--- src/rtl/core/tss_pkg.sv ---
package tss_pkg;

    localparam int CFG_INDEX_W = 2;
    localparam int CFG_DATA_W  = 16;
    localparam int TILES_W     = 11;
    localparam int PIXEL_W     = 13;
    localparam int WORD_W      = 16;
    localparam int COORD_W     = 12;
    localparam int BASE_W      = 24;
    localparam int RECIP_SHIFT = 16;

    localparam logic [CFG_INDEX_W-1:0] REG_MAP_WIDTH  = 2'd0;
    localparam logic [CFG_INDEX_W-1:0] REG_MAP_HEIGHT = 2'd1;
    localparam logic [CFG_INDEX_W-1:0] REG_TILE_ATTR  = 2'd2;

    localparam logic [TILES_W-1:0] MAP_WIDTH_RESET  = 11'd40;
    localparam logic [TILES_W-1:0] MAP_HEIGHT_RESET = 11'd28;
    localparam logic [WORD_W-1:0]  TILE_ATTR_RESET  = 16'd0;

    localparam logic ITEM_LOAD   = 1'b0;
    localparam logic ITEM_CAMERA = 1'b1;

    localparam logic [1:0] KIND_SCROLL = 2'd0;
    localparam logic [1:0] KIND_COLUMN = 2'd1;
    localparam logic [1:0] KIND_ROW    = 2'd2;

    typedef struct packed {
        logic [TILES_W-1:0] map_width_tiles;
        logic [TILES_W-1:0] map_height_tiles;
        logic [WORD_W-1:0]  tile_base_attr;
    } cfg_t;

    typedef enum logic [2:0] {
        ST_IDLE,
        ST_SCROLL,
        ST_ADDR,
        ST_READ,
        ST_SETTLE,
        ST_EMIT
    } state_t;

endpackage

--- src/rtl/core/tss_ctrl.sv ---
module tss_ctrl #(
    parameter int PLANE_COLS  = 64,
    parameter int PLANE_ROWS  = 32,
    parameter int SCREEN_COLS = 40,
    parameter int SCREEN_ROWS = 28,
    parameter int MAP_WORDS   = 65536,
    localparam int ADDR_W = $clog2(MAP_WORDS)
) (
    input  logic                          clk,
    input  logic                          rst_n,
    input  tss_pkg::cfg_t                 cfg,
    input  logic                          in_valid,
    output logic                          in_ready,
    input  logic                          kind,
    input  logic [15:0]                   map_index,
    input  logic [tss_pkg::WORD_W-1:0]    map_word,
    input  logic [tss_pkg::PIXEL_W-1:0]   camera_x,
    input  logic [tss_pkg::PIXEL_W-1:0]   camera_y,
    output logic                          mem_wr_en,
    output logic [ADDR_W-1:0]             mem_wr_addr,
    output logic [tss_pkg::WORD_W-1:0]    mem_wr_data,
    output logic                          mem_rd_en,
    output logic [ADDR_W-1:0]             mem_rd_addr,
    input  logic [tss_pkg::WORD_W-1:0]    mem_rd_data,
    output logic                          out_valid,
    input  logic                          out_ready,
    output logic [1:0]                    result_kind,
    output logic [4:0]                    plane_row,
    output logic [5:0]                    plane_col,
    output logic [tss_pkg::WORD_W-1:0]    word_top_left,
    output logic [tss_pkg::WORD_W-1:0]    word_top_right,
    output logic [tss_pkg::WORD_W-1:0]    word_bottom_left,
    output logic [tss_pkg::WORD_W-1:0]    word_bottom_right,
    output logic signed [13:0]            h_scroll,
    output logic [tss_pkg::PIXEL_W-1:0]   v_scroll,
    output logic                          last
);

    localparam int COORD_W    = tss_pkg::COORD_W;
    localparam int BASE_W     = tss_pkg::BASE_W;
    localparam int TILES_W    = tss_pkg::TILES_W;
    localparam int PIXEL_W    = tss_pkg::PIXEL_W;
    localparam int WORD_W     = tss_pkg::WORD_W;
    localparam int LIMIT_W    = TILES_W + 3;
    localparam int COL_BLOCKS = PLANE_ROWS / 2;
    localparam int ROW_BLOCKS = PLANE_COLS / 2;
    localparam int MAX_BLOCKS = (COL_BLOCKS > ROW_BLOCKS) ? COL_BLOCKS : ROW_BLOCKS;
    localparam int CNT_W      = $clog2(MAX_BLOCKS);
    localparam int RECIP_ROWS = (1 << tss_pkg::RECIP_SHIFT) / PLANE_ROWS;
    localparam int RECIP_COLS = (1 << tss_pkg::RECIP_SHIFT) / PLANE_COLS;
    localparam int RECIP_MAX  = (RECIP_ROWS > RECIP_COLS) ? RECIP_ROWS : RECIP_COLS;
    localparam int RECIP_W    = $clog2(RECIP_MAX + 1);
    localparam int PROD_W     = COORD_W + RECIP_W;
    localparam int QUOT_W     = PROD_W - tss_pkg::RECIP_SHIFT;

    tss_pkg::state_t state_reg;
    tss_pkg::state_t state_next;

    logic [TILES_W-1:0] tile_x_reg;
    logic [TILES_W-1:0] tile_y_reg;
    logic               col_pend_reg;
    logic               row_pend_reg;
    logic [1:0]         blk_kind_reg;
    logic [CNT_W-1:0]   blk_cnt_reg;
    logic [1:0]         rd_cnt_reg;
    logic               rd_pend_reg;
    logic               out_valid_reg;

    logic [PIXEL_W-1:0] x_reg;
    logic [PIXEL_W-1:0] y_reg;
    logic [COORD_W-1:0] col_start_reg;
    logic [COORD_W-1:0] row_start_reg;
    logic [BASE_W-1:0]  base_reg;
    logic [COORD_W-1:0] prow_raw_reg;
    logic [COORD_W-1:0] pcol_raw_reg;
    logic [QUOT_W-1:0]  qr_reg;
    logic [QUOT_W-1:0]  qc_reg;
    logic [4:0]         prow_reg;
    logic [5:0]         pcol_reg;
    logic [1:0]         rd_idx_reg;
    logic [WORD_W-1:0]  word_reg [4];

    logic [1:0]         result_kind_reg;
    logic [4:0]         plane_row_reg;
    logic [5:0]         plane_col_reg;
    logic [WORD_W-1:0]  word_tl_reg;
    logic [WORD_W-1:0]  word_tr_reg;
    logic [WORD_W-1:0]  word_bl_reg;
    logic [WORD_W-1:0]  word_br_reg;
    logic signed [13:0] h_scroll_reg;
    logic [PIXEL_W-1:0] v_scroll_reg;
    logic               last_reg;

    logic               cam_xfer;
    logic               out_free;
    logic               out_load;
    logic               blk_last;
    logic [CNT_W-1:0]   blk_end;

    logic [LIMIT_W-1:0] limit_x;
    logic [LIMIT_W-1:0] limit_y;
    logic [LIMIT_W-1:0] width_px;
    logic [LIMIT_W-1:0] height_px;
    logic [PIXEL_W-1:0] x_cl;
    logic [PIXEL_W-1:0] y_cl;
    logic [TILES_W-1:0] new_tx;
    logic [TILES_W-1:0] new_ty;

    logic [COORD_W-1:0] map_row;
    logic [COORD_W-1:0] map_col;
    logic [COORD_W-1:0] prow_raw;
    logic [COORD_W-1:0] pcol_raw;
    logic [PROD_W-1:0]  row_prod;
    logic [PROD_W-1:0]  col_prod;
    logic [COORD_W-1:0] row_rem;
    logic [COORD_W-1:0] col_rem;
    logic [COORD_W-1:0] row_fix;
    logic [COORD_W-1:0] col_fix;

    // camera clamp and tile position
    always_comb
    begin
        width_px  = {cfg.map_width_tiles, 3'b000};
        height_px = {cfg.map_height_tiles, 3'b000};
        limit_x   = (width_px > LIMIT_W'(SCREEN_COLS * 8))
                    ? width_px - LIMIT_W'(SCREEN_COLS * 8) : '0;
        limit_y   = (height_px > LIMIT_W'(SCREEN_ROWS * 8))
                    ? height_px - LIMIT_W'(SCREEN_ROWS * 8) : '0;
        x_cl      = (LIMIT_W'(camera_x) > limit_x) ? PIXEL_W'(limit_x) : camera_x;
        y_cl      = (LIMIT_W'(camera_y) > limit_y) ? PIXEL_W'(limit_y) : camera_y;
        new_tx    = TILES_W'({x_cl[PIXEL_W-1:4], 1'b0});
        new_ty    = TILES_W'({y_cl[PIXEL_W-1:4], 1'b0});
    end

    // block coordinates
    always_comb
    begin
        if (blk_kind_reg == tss_pkg::KIND_COLUMN)
        begin
            map_row  = COORD_W'(tile_y_reg) + COORD_W'({blk_cnt_reg, 1'b0});
            map_col  = col_start_reg;
            prow_raw = map_row;
            pcol_raw = col_start_reg;
        end
        else
        begin
            map_row  = {row_start_reg[COORD_W-1:1], 1'b0};
            map_col  = COORD_W'(tile_x_reg) + COORD_W'({blk_cnt_reg, 1'b0});
            prow_raw = row_start_reg;
            pcol_raw = map_col;
        end
        row_prod = PROD_W'(prow_raw) * PROD_W'(RECIP_ROWS);
        col_prod = PROD_W'(pcol_raw) * PROD_W'(RECIP_COLS);
        row_rem  = prow_raw_reg - COORD_W'(qr_reg * PLANE_ROWS);
        col_rem  = pcol_raw_reg - COORD_W'(qc_reg * PLANE_COLS);
        row_fix  = (row_rem >= COORD_W'(PLANE_ROWS)) ? row_rem - COORD_W'(PLANE_ROWS) : row_rem;
        col_fix  = (col_rem >= COORD_W'(PLANE_COLS)) ? col_rem - COORD_W'(PLANE_COLS) : col_rem;
        blk_end  = (blk_kind_reg == tss_pkg::KIND_COLUMN)
                   ? CNT_W'(COL_BLOCKS - 1) : CNT_W'(ROW_BLOCKS - 1);
        blk_last = (blk_cnt_reg == blk_end);
    end

    // next state
    always_comb
    begin
        state_next = state_reg;
        case (state_reg)
            tss_pkg::ST_IDLE:
            begin
                if (in_valid && kind == tss_pkg::ITEM_CAMERA)
                begin
                    state_next = tss_pkg::ST_SCROLL;
                end
            end
            tss_pkg::ST_SCROLL:
            begin
                if (out_free)
                begin
                    state_next = (col_pend_reg || row_pend_reg)
                                 ? tss_pkg::ST_ADDR : tss_pkg::ST_IDLE;
                end
            end
            tss_pkg::ST_ADDR:
            begin
                state_next = tss_pkg::ST_READ;
            end
            tss_pkg::ST_READ:
            begin
                if (rd_cnt_reg == 2'd3)
                begin
                    state_next = tss_pkg::ST_SETTLE;
                end
            end
            tss_pkg::ST_SETTLE:
            begin
                state_next = tss_pkg::ST_EMIT;
            end
            tss_pkg::ST_EMIT:
            begin
                if (out_free)
                begin
                    if (!blk_last)
                    begin
                        state_next = tss_pkg::ST_ADDR;
                    end
                    else if (blk_kind_reg == tss_pkg::KIND_COLUMN && row_pend_reg)
                    begin
                        state_next = tss_pkg::ST_ADDR;
                    end
                    else
                    begin
                        state_next = tss_pkg::ST_IDLE;
                    end
                end
            end
            default:
            begin
                state_next = tss_pkg::ST_IDLE;
            end
        endcase
    end

    // state outputs
    always_comb
    begin
        in_ready  = (state_reg == tss_pkg::ST_IDLE);
        mem_rd_en = (state_reg == tss_pkg::ST_READ);
        out_free  = !out_valid_reg || out_ready;
        out_load  = out_free && (state_reg == tss_pkg::ST_SCROLL
                                 || state_reg == tss_pkg::ST_EMIT);
        cam_xfer  = in_valid && in_ready && kind == tss_pkg::ITEM_CAMERA;
        mem_wr_en = in_valid && in_ready && kind == tss_pkg::ITEM_LOAD;
    end

    assign mem_wr_addr = ADDR_W'(map_index);
    assign mem_wr_data = map_word;
    assign mem_rd_addr = ADDR_W'(base_reg
                                 + (rd_cnt_reg[1] ? BASE_W'(cfg.map_width_tiles) : '0)
                                 + BASE_W'(rd_cnt_reg[0]));

    always_ff @(posedge clk or negedge rst_n)
    begin
        if (!rst_n)
        begin
            state_reg     <= tss_pkg::ST_IDLE;
            tile_x_reg    <= '0;
            tile_y_reg    <= '0;
            col_pend_reg  <= 1'b0;
            row_pend_reg  <= 1'b0;
            blk_kind_reg  <= tss_pkg::KIND_COLUMN;
            blk_cnt_reg   <= '0;
            rd_cnt_reg    <= '0;
            rd_pend_reg   <= 1'b0;
            out_valid_reg <= 1'b0;
        end
        else
        begin
            state_reg   <= state_next;
            rd_pend_reg <= mem_rd_en;
            if (cam_xfer)
            begin
                tile_x_reg   <= new_tx;
                tile_y_reg   <= new_ty;
                col_pend_reg <= (new_tx != tile_x_reg);
                row_pend_reg <= (new_ty != tile_y_reg);
            end
            if (state_reg == tss_pkg::ST_SCROLL && out_free)
            begin
                blk_kind_reg <= col_pend_reg ? tss_pkg::KIND_COLUMN : tss_pkg::KIND_ROW;
                blk_cnt_reg  <= '0;
            end
            if (state_reg == tss_pkg::ST_EMIT && out_free)
            begin
                if (blk_last)
                begin
                    blk_kind_reg <= tss_pkg::KIND_ROW;
                    blk_cnt_reg  <= '0;
                end
                else
                begin
                    blk_cnt_reg <= blk_cnt_reg + CNT_W'(1);
                end
            end
            rd_cnt_reg <= (state_reg == tss_pkg::ST_READ) ? rd_cnt_reg + 2'd1 : 2'd0;
            if (out_load)
            begin
                out_valid_reg <= 1'b1;
            end
            else if (out_ready)
            begin
                out_valid_reg <= 1'b0;
            end
        end
    end

    always_ff @(posedge clk)
    begin
        if (cam_xfer)
        begin
            x_reg         <= x_cl;
            y_reg         <= y_cl;
            col_start_reg <= (new_tx < tile_x_reg)
                             ? COORD_W'(new_tx) : COORD_W'(new_tx) + COORD_W'(SCREEN_COLS);
            row_start_reg <= (new_ty < tile_y_reg)
                             ? COORD_W'(new_ty) : COORD_W'(new_ty) + COORD_W'(SCREEN_ROWS);
        end
        if (state_reg == tss_pkg::ST_ADDR)
        begin
            base_reg     <= BASE_W'(map_row) * BASE_W'(cfg.map_width_tiles) + BASE_W'(map_col);
            prow_raw_reg <= prow_raw;
            pcol_raw_reg <= pcol_raw;
            qr_reg       <= row_prod[tss_pkg::RECIP_SHIFT +: QUOT_W];
            qc_reg       <= col_prod[tss_pkg::RECIP_SHIFT +: QUOT_W];
        end
        if (state_reg == tss_pkg::ST_READ && rd_cnt_reg == 2'd0)
        begin
            prow_reg <= row_fix[4:0];
            pcol_reg <= col_fix[5:0];
        end
        rd_idx_reg <= rd_cnt_reg;
        if (rd_pend_reg)
        begin
            word_reg[rd_idx_reg] <= mem_rd_data + cfg.tile_base_attr;
        end
        if (out_load)
        begin
            if (state_reg == tss_pkg::ST_SCROLL)
            begin
                result_kind_reg <= tss_pkg::KIND_SCROLL;
                plane_row_reg   <= '0;
                plane_col_reg   <= '0;
                word_tl_reg     <= '0;
                word_tr_reg     <= '0;
                word_bl_reg     <= '0;
                word_br_reg     <= '0;
                h_scroll_reg    <= $signed(14'd0 - {1'b0, x_reg});
                v_scroll_reg    <= y_reg;
                last_reg        <= !col_pend_reg && !row_pend_reg;
            end
            else
            begin
                result_kind_reg <= blk_kind_reg;
                plane_row_reg   <= prow_reg;
                plane_col_reg   <= pcol_reg;
                word_tl_reg     <= word_reg[0];
                word_tr_reg     <= word_reg[1];
                word_bl_reg     <= word_reg[2];
                word_br_reg     <= word_reg[3];
                h_scroll_reg    <= '0;
                v_scroll_reg    <= '0;
                last_reg        <= blk_last
                                   && (blk_kind_reg == tss_pkg::KIND_ROW || !row_pend_reg);
            end
        end
    end

    assign out_valid         = out_valid_reg;
    assign result_kind       = result_kind_reg;
    assign plane_row         = plane_row_reg;
    assign plane_col         = plane_col_reg;
    assign word_top_left     = word_tl_reg;
    assign word_top_right    = word_tr_reg;
    assign word_bottom_left  = word_bl_reg;
    assign word_bottom_right = word_br_reg;
    assign h_scroll          = h_scroll_reg;
    assign v_scroll          = v_scroll_reg;
    assign last              = last_reg;

endmodule

--- config.mk ---
export PLATFORM = sky130hd
export DESIGN_NAME = tss_ctrl
export DESIGN_NICKNAME = d
export VERILOG_FILES = /design/src/rtl/core/tss_pkg.sv /design/src/rtl/core/tss_ctrl.sv
export SDC_FILE = /design/constraint.sdc
export NUM_CORES = 1
export LEC_CHECK = 0
export BUFFER_PORTS_ARGS = -buffer_cell sky130_fd_sc_hd__clkbuf_2
export CAP_MARGIN = 20
export CORE_MARGIN = 5
export CORE_UTILIZATION = 50
export CTS_CLUSTER_SIZE = 10
export DETAILED_ROUTE_END_ITERATION = 7
export GPL_ROUTABILITY_DRIVEN = 0
export PLACE_DENSITY = 0.72
export SLEW_MARGIN = 20
export SYNTH_ARGS = -nofsm -noshare
export SYNTH_HDL_FRONTEND = slang
export SYNTH_SLANG_ARGS = --single-unit
--- constraint.sdc ---
create_clock -name clk -period 8.05 [get_ports clk]
set_input_delay 1.61 -clock clk [delete_from_list [all_inputs] [get_ports clk]]
set_output_delay 1.61 -clock clk [all_outputs]
set_load 0.03 [all_outputs]
==> metrics <==
Avg Cell Area, Syn=11.0 um^2; NetSw=3.74 mW; maximum VDD drop=0.561 mV; Hold Buf Count CTS=0; Initial Util=0.509; number of synthesized register bits=279; global-route usage over all layers=0.198; antenna violations before repair=0; share of flip-flops with an asynchronous set or reset=0.122; Lkg Pwr=8.54 nW; IO Pins=274; largest net degree at the start of global routing=88; critical path required time=8.30 ns; max cap viols=0; Routed Antenna Nets=0; most used flip-flop cell after synthesis=edfxtp_1; Reg clk slew, reported paths=0.06 ns; Worst-Margin Slew=1.06 ns; Cell Area, Placed=0.0184 mm^2; Hold WS=0.418 ns; Hold Crit Class=reg2reg; final worst setup slack=1.25 ns; port buffer count=207; Sum Neg Setup Slack=0 ns; Antenna Cells=0; worst slack at placement=1.10 ns; CTS tree=built; Root Driver=clkbuf_16; Gate power share=0.559; critical path type=reg2reg; die area=0.0381 mm^2; final hold vios=0; Final setup viols=0; Hold Crit Depth=0; Synthesis Warnings=0; Hold EP=prow_reg[2]; R2R cell count=22; Pwr per Cell Area=458 mW/mm^2; status=complete, no violations; post-synthesis cell count=1563; crit path time final=6.80 ns; number of core rows=67; Vias=11640; first drt pass iteration count=5; clock tree sinks=279; nets=2052; number of remaining DRC errors=0; Netlist cell types=72; fmax=147 MHz; Critical Path AT=7.05 ns; Worst Hold Launch=prow_raw_reg[2]; sequential-to-total area share from yosys stat=0.477; Largest register FFs=64; EDFF count, synth=243; clock share of power=0.159; post-CTS setup buffers=0; WL per Instance=16.9 um; Die X=195 um; Die Ht=195 um; Worst setup EP type=flop; First DRT Iteration DRCs=707; Slew Limit Headroom=0.290; fraction of layout cells with a size suffix above 1=0.161; WL final=37600 um; Post-Syn Area=0.0172 mm^2; latest clock arrival within the worst-skew pair=0.51 ns; Clock Tree Buf Depth=3; CTS resizes=0; Area Growth Syn to Fin=13.5%; CTS buffer count=34; Max Slew Vio Count=0; fin crit share=0.845; Core Area=0.0337 mm^2; unrepaired setup endpoints after global routing=no; first-pass GRT wire length=61400 um; maximum fanout along the worst path=11; number of global-route vias before repair=11910; finished layout cell area=0.0195 mm^2; CP startpoint kind=flop; GRT overflow=0; reg-to-reg startpoint=blk_cnt_reg[0]; Via-to-Cell Ratio=5.25; Seq pwr share=0.281; Pint=5.18 mW; switch share=0.419; reg2reg setup slack=1.25 ns; Post-Route Skew=0.0197 ns; RR Endpoint=base_reg[14]; total number of H-tree levels=2; HPWL Detailed=28800 um
-- cell type report --
cell class	count	area (um^2)
multi-input combinational	1019	7840
clock buffer	58	971
timing repair buffer	221	1140
clock inverter	4	63.8
tap	448	561
sequential	279	8190
inverter	190	716
fill	2849	14200
-- how the worst max path moves through the flow --
stage	slack, ns	startpoint	to	depth (start not counted)
floorplan	1.56	cfg[31]	col_start_reg[4]	22
global placement	1.31	cfg[30]	col_start_reg[4]	23
detailed placement	1.10	cfg[30]	col_start_reg[9]	22
CTS	1.28	blk_cnt_reg[0]	base_reg[15]	22
global route	0.84	blk_cnt_reg[0]	base_reg[14]	22
finish	1.25	blk_cnt_reg[0]	base_reg[14]	22
-- worst max-delay path, cell delays in order (launching register included) --
cell and delay (ns):
dfrtp_1 0.44, ha_1 0.25, fa_1 0.45, a211oi_1 0.32, nor2_1 0.11, o31ai_1 0.24
buf_4 0.26, nand2_1 0.10, fa_1 0.51, inv_1 0.05, fa_1 0.45, ha_1 0.33
fa_1 0.54, inv_1 0.05, fa_1 0.54, inv_1 0.04, ha_1 0.33, a21boi_0 0.15
o21ai_0 0.29, a21boi_0 0.18, o21ai_0 0.27, nand2_1 0.14, o311ai_0 0.50
-- metrics by stage --
step / instances / power, mW / util
5_1_grt: 2219 / 9.79 / 0.578
6_report: 2219 / 8.91 / 0.578
3_5_place_dp: 2157 / 7.51 / 0.547
2_1_floorplan: 1564 / 6.38 / -
4_1_cts: 2219 / 9.01 / 0.578
3_3_place_gp: 2157 / 7.38 / 0.547
-- cell families (layout without fill, tap and decap cells) --
logic type | count (synthesis) | after routing | synth area share
XOR/XNOR | 86 | 86 | 0.0447
other | 1 | 2 | 0.000219
adder cells (fa/ha/maj) | 190 | 190 | 0.170
AO/OA/AOI/OAI | 214 | 214 | 0.0775
AND/OR/NAND/NOR | 501 | 501 | 0.147
multiplexers | 26 | 26 | 0.0158
flip-flops | 279 | 279 | 0.477
buffers and inverters | 266 | 473 | 0.0671
-- placed cells by master (no fill, tap or decap), types with 61 or more instances in the layout --
cell type	count
edfxtp_1	243
clkbuf_2	207
inv_1	187
nand2_1	160
and2_1	129
ha_1	118
nor2_1	79
fa_1	72
o21ai_0	70
xnor2_1	61
-- synth_stat cells, types with 6 or more instances --
cell type / n / area [um^2]
nor2b_1: 25 / 156
nand2_1: 160 / 601
edfxtp_1: 243 / 7300
nand2b_1: 13 / 81.3
ha_1: 118 / 1480
nor3_1: 20 / 100
or3_1: 7 / 43.8
and3_1: 12 / 75.1
a21boi_0: 7 / 52.6
nand4_1: 6 / 37.5
and2_1: 129 / 807
buf_4: 36 / 270
o21a_1: 10 / 75.1
dfrtp_1: 33 / 826
xnor2_1: 61 / 534
inv_1: 188 / 706
fa_1: 72 / 1440
xor2_1: 24 / 210
nor4_1: 9 / 56.3
clkbuf_1: 35 / 131
nand3_1: 22 / 110
a21o_1: 17 / 128
nor2_1: 81 / 304
a21oi_1: 55 / 275
o21ai_0: 71 / 355
a31oi_1: 7 / 43.8
mux2i_1: 21 / 210
-- per-layer routing --
metal	vias to the layer above	global-route usage	part of all wire
li1	5631	-	-
met3	67	0.0422	0.076
met5	-	0	0
met4	0	0.0533	0.024
met2	409	0.340	0.49
met1	5533	0.255	0.41
-- power groups by stage --
| stage | clock, mW | combinational [mW] | sequential (mW) |
|---|---|---|---|
| floorplan | 0 | 3.56 | 2.81 |
| global placement | 0 | 4.85 | 2.53 |
| detailed placement | 0 | 4.97 | 2.54 |
| CTS | 1.46 | 5.04 | 2.51 |
| global route | 1.53 | 5.70 | 2.55 |
| finish | 1.42 | 4.99 | 2.51 |
Note: power is estimated with default switching activity, not from simulation.
